File: src/hdl/bmp_ram.sv
// Generic single-port-write, single-port-read RAM with registered read data.
module bmp_ram #(
  parameter int WIDTH = 8,
  parameter int DEPTH = 256
) (
  input  logic                     clk,
  input  logic                     we,
  input  logic [$clog2(DEPTH)-1:0] waddr,
  input  logic [WIDTH-1:0]         wdata,
  input  logic                     re,
  input  logic [$clog2(DEPTH)-1:0] raddr,
  output logic [WIDTH-1:0]         rdata
);

  logic [WIDTH-1:0] mem [DEPTH];

  always_ff @(posedge clk) begin
    if (we) begin
      mem[waddr] <= wdata;
    end
    if (re) begin
      rdata <= mem[raddr];
    end
  end

endmodule

File: config.mk
export PLATFORM = sky130hd
export DESIGN_NAME = bmp_ram
export DESIGN_NICKNAME = d
export VERILOG_FILES = /design/src/hdl/bmp_ram.sv
export SDC_FILE = /design/constraint.sdc
export NUM_CORES = 2
export LEC_CHECK = 0
export CORE_ASPECT_RATIO = 0.9
export CORE_MARGIN = 3
export CORE_UTILIZATION = 56
export CTS_CLUSTER_DIAMETER = 80
export CTS_CLUSTER_SIZE = 8
export DETAILED_ROUTE_END_ITERATION = 12
export DONT_BUFFER_PORTS = 1
export PLACE_DENSITY = 0.68
export SETUP_SLACK_MARGIN = 0.15
export SLEW_MARGIN = 20
export SYNTH_ARGS = -nofsm -noshare
export SYNTH_HDL_FRONTEND = slang
export SYNTH_SLANG_ARGS = --single-unit
File: constraint.sdc
create_clock -name clk -period 4.1 [get_ports clk]
set_clock_uncertainty 0.05 [all_clocks]
set_input_delay 0.205 -clock clk [delete_from_list [all_inputs] [get_ports clk]]
set_output_delay 0.205 -clock clk [all_outputs]
set_load 0.005 [all_outputs]
# After elaboration in Yosys (flattened, before gate mapping)
# Memories as Yosys holds them, arrays and structs flattened. A register that Yosys moved wholly into a read port is not among the register bits.
# Index checks and enable logic that the tools add are counted.
dict set report totals {
  out_inout_bits 8
  elab_cells 3
  mem_count 1
  input_bits 27
  ram_bits 2048
  regBits 0
}
# name depth width rd rd_ports_with_merged_regs wr line_no
set mem_list {}
lappend mem_list {mem 256 8 1 1 1 15} ;# logic [WIDTH-1:0] mem [DEPTH];
dict set report op_classes {
  muxes 2
}
# op count
set ops {}
lappend ops {{$mux 1} 2}

# Depth between registers and ports, before layout
dict set report depth {
  depth_word 2
  depth_mapped 11
}

# Least setup slack after synthesis
# OpenSTA, ideal clock, no wires.
dict set report synth_timing {
  kind {input port to flip-flop}
  start {input port raddr[0]}
  end {register rdata[2] (read register of mem), data pin}
  stages 9
  setup_slack_ps 1769
  path_buffers 4
  arrival_ps 2012
  setup_ps 269
  cell_sequence {buf_6 buf_12 buf_8 buf_2 mux4_2 a22oi_1 a21oi_1 nor4_1 nor4_2}
}
# item line_no
set synth_lines {}
lappend synth_lines {{from (decl)} 11} ;# input logic [$clog2(DEPTH)-1:0] raddr,
lappend synth_lines {{to (decl)} 12} ;# output logic [WIDTH-1:0] rdata

==> run metrics <==
IO Pins=35; clock share of power=between 40% and 50%; Initial Util=roughly 57%; H-tree levels=5; Reg area=a little over 0.06 mm^2; most frequent cell after synthesis=edfxtp_1; post-route clock period utilization=between 90% and 100%; Tmin final=between 3000 and 4000 ps; Worst Hold Path Cells=2; combinational share of power=4.1%; setup TNS=0 ps; max_slew headroom=-17.69%; row count=130; Pleak=between 20 and 30 nW; Critical Path End Type=register; Post-CTS Setup Inserts=0; drc violations=0; CTS tree=yes; layout cell share with drive strength beyond 1=~23%; delay-heaviest family, CP=buffers and inverters; total global-route track usage=26.68%; Reg2Reg Setup Slack=between 500 and 600 ps; initial antenna violation count=5; r2r worst-path depth=8; Reg2Reg Capture Point=rdata[5]; sw frac=about a fifth; Num Clock Sinks=about 2.1k; Wirelength per Cell=roughly 34 um; Syn Inst Count=between 3k and 4k; GRT overflow=0; first-pass GRT wire length=around 280 mm; Max Fclk=around 270 MHz; slowest CP cell=dlygate4sd3_1; number of flops mapped to enable cells by yosys=2056; Synth warnings=0; failing checks=slew limit; Filler cells=between 9k and 10k; worst path bufs/invs=5; most frequent CP cell=buf_16; WHS=roughly 54 ps; Net Sw Power=between 9 and 10 mW; startpoint types=input port; status=finished with violations; via density per instance=6.804; crit-path max FO=68; Slew Limit Fails=150; largest net degree at the start of global routing=approximately 580; die height=363.8 um; mapped cell area=around 0.08 mm^2; sequential-to-total area share from yosys stat=77.53%; Hold/Removal Path Class=input port to register; Seq pwr share=49.8%; critical path data arrival time=roughly 4300 ps; post-DP HPWL=approximately 100 mm; top post-synthesis cells by count=edfxtp_1, mux4_2, nor2_1, mux2i_1, a22oi_1; Post-Route WL=around 200 mm; die area=roughly 0.15 mm^2; Yosys top cell by area=edfxtp_1; Req. time, crit path=about 4700 ps; DR pass1 iterations=6; critical path startpoint=raddr[0]; Core ar.=between 0.1 and 0.15 mm^2; post-route ant nets=0; Root Buffer=clkbuf_16; clock latency on the worst-skew pair=~910 ps; CTS buffer count=about 310; reg2reg start=mem[43][5]; IO buf count=0; Synth cell types=between 50 and 60; Final Hold Viols=0; worst path cell trace=buf_16 > buf_16 > buf_16 > mux2i_1 > nand2_1 > a311oi_1 > dlygate4sd3_1 > o221ai_1 > a211oi_1 > dlygate4sd3_1 > nor4_1; Top FF cell, synth=edfxtp_1; RSZ-0062 raised after global routing=no; PD cells=approximately 520 mW/mm^2; Synth async-reset ratio=0%; Final setup viols=0; worst setup path endpoint=rdata[5]; WS Path Type=input port to register; ranking of synthesized cells by area=edfxtp_1, mux4_2, mux2i_1; syn_nets=3760; fin nets=slightly below 4k; Clock Tree Buf Depth=4; vias in the first global route=around 39k; post-synth top area share=about 78%; CTS clk-pin slew, worst paths=approximately 50 ps; measured slew at the worst slew-check pin=between 1500 and 2000 ps; Worst IR Drop VDD=around 520 uV; flops & latches, synth=2056; Post-Syn Area per Cell=~21 um^2; slowest stage delay, CP=710 ps; area of the multi-input gates=0.01652 mm^2; via count=a little under 40k; maxcap violations=0; Internal=approximately 37 mW; Crit path depth=11; Area Growth Syn to Fin=13.32%; Routability Congestion=about 0.83; die width=roughly 400 um; Starting DRT DRC Count=between 5k and 6k
==> worst reg2reg max path: stages, from the launching register on <==
cell and delay (ps):
edfxtp_1 350, mux4_2 450, nand2b_1 160, a311oi_1 310, dlygate4sd3_1 620, o221ai_1 120, a211oi_1 470, dlygate4sd3_1 710
nor4_1 70
==> flip-flops by register name, summed over array words and instances (netlist names) <==
name,cells
mem,2048
rdata,8
==> stage by stage <==
stage / cell area, um^2 / utilization [%] / setup slack, ps / instances / power [mW]
finish: 90250 / 64.29 / 360.5 / 5819 / 46.70
global route: 90240 / 64.29 / 206.5 / 5816 / 47.91
CTS: 89780 / 63.96 / 646.6 / 5799 / 46.65
detailed placement: 81330 / 57.94 / 768.6 / 5440 / 24.91
global placement: 81280 / 57.90 / 260.3 / 5437 / 24.90
floorplan: 79640 / - / 1769 / 3733 / 24.77
==> cells in the final DEF (no fill, tap or decap), types with 8 or more instances in the layout <==
cell type      instances
a211oi_1              16
o22ai_1               28
nand3_1               33
buf_4                 86
mux4_2               454
nor2_1               279
nand4_1               10
nor4_1                20
a22o_1                 8
nand2b_1               8
o211ai_1              10
mux2i_1              134
edfxtp_1            2056
a221oi_1              13
a21oi_1               96
nor2b_1               28
a22oi_1              133
dlygate4sd3_1         27
o21ai_0               10
clkbuf_16            319
nand2_1               33
nor3_1                22
o221ai_1              46
buf_16                21
==> power by group through the flow <==
| stage | registers, mW | clock network [mW] | logic, mW |
|---|---|---|---|
| final | 23.3 | 21.5 | 1.92 |
| after detailed placement | 23.7 | 0 | 1.26 |
| after global placement | 23.7 | 0 | 1.25 |
| after floorplan | 23.6 | 0 | 1.13 |
| after global routing | 23.2 | 22.7 | 2.01 |
| after CTS | 23.3 | 21.7 | 1.66 |
==> how the worst min path moves through the flow <==
stage / from / end / slack [ps]
2_1_floorplan: wdata[0] / mem[0][0] / 250
3_3_place_gp: wdata[4] / mem[208][4] / 270
3_5_place_dp: re / rdata[0] / 270
4_1_cts: raddr[4] / rdata[7] / 0.7
5_1_grt: we / mem[249][6] / 20
6_report: we / mem[249][7] / 50
==> area by class of cell <==
class,instances,share of cell area (%)
antenna,3,0.008319
clock buffer,316,8.739
clock inverter,8,0.08734
inverter,2,0.008319
multi-input combinational,1442,18.30
sequential,2056,68.41
tap,1848,2.562
timing repair buffer,144,1.883
==> per-layer routing <==
metal	part of all wire [%]	wire, um	vias up	GRT usage [%]
li1	-	-	16020	-
met4	2.3	4577	2	7.750
met5	0.0046	9	-	0
met2	47	91850	2434	39.99
met3	11	21410	315	5.634
met1	40	77860	20820	40.37
==> what timing repair did <==
item | CTS | global route
resized for setup | 0 | 0
setup endpoints to repair | 0 | 8
endpoints found under the hold margin | 2537 | 0
hold buffers | 35 | 0
==> kinds of logic (layout without fill, tap and decap cells) <==
logic type             count (synthesis)  in the layout  synth area share [%]
AOI/OAI and AO/OA                    385            385                 3.416
buffers and inverters                235            470                 1.829
DFF                                 2056           2056                 77.53
muxes                                591            591                 14.60
other                                  0              3                     0
and+or+nand+nor                      466            466                 2.625
No activity file was read; power rests on OpenSTA's default activity.
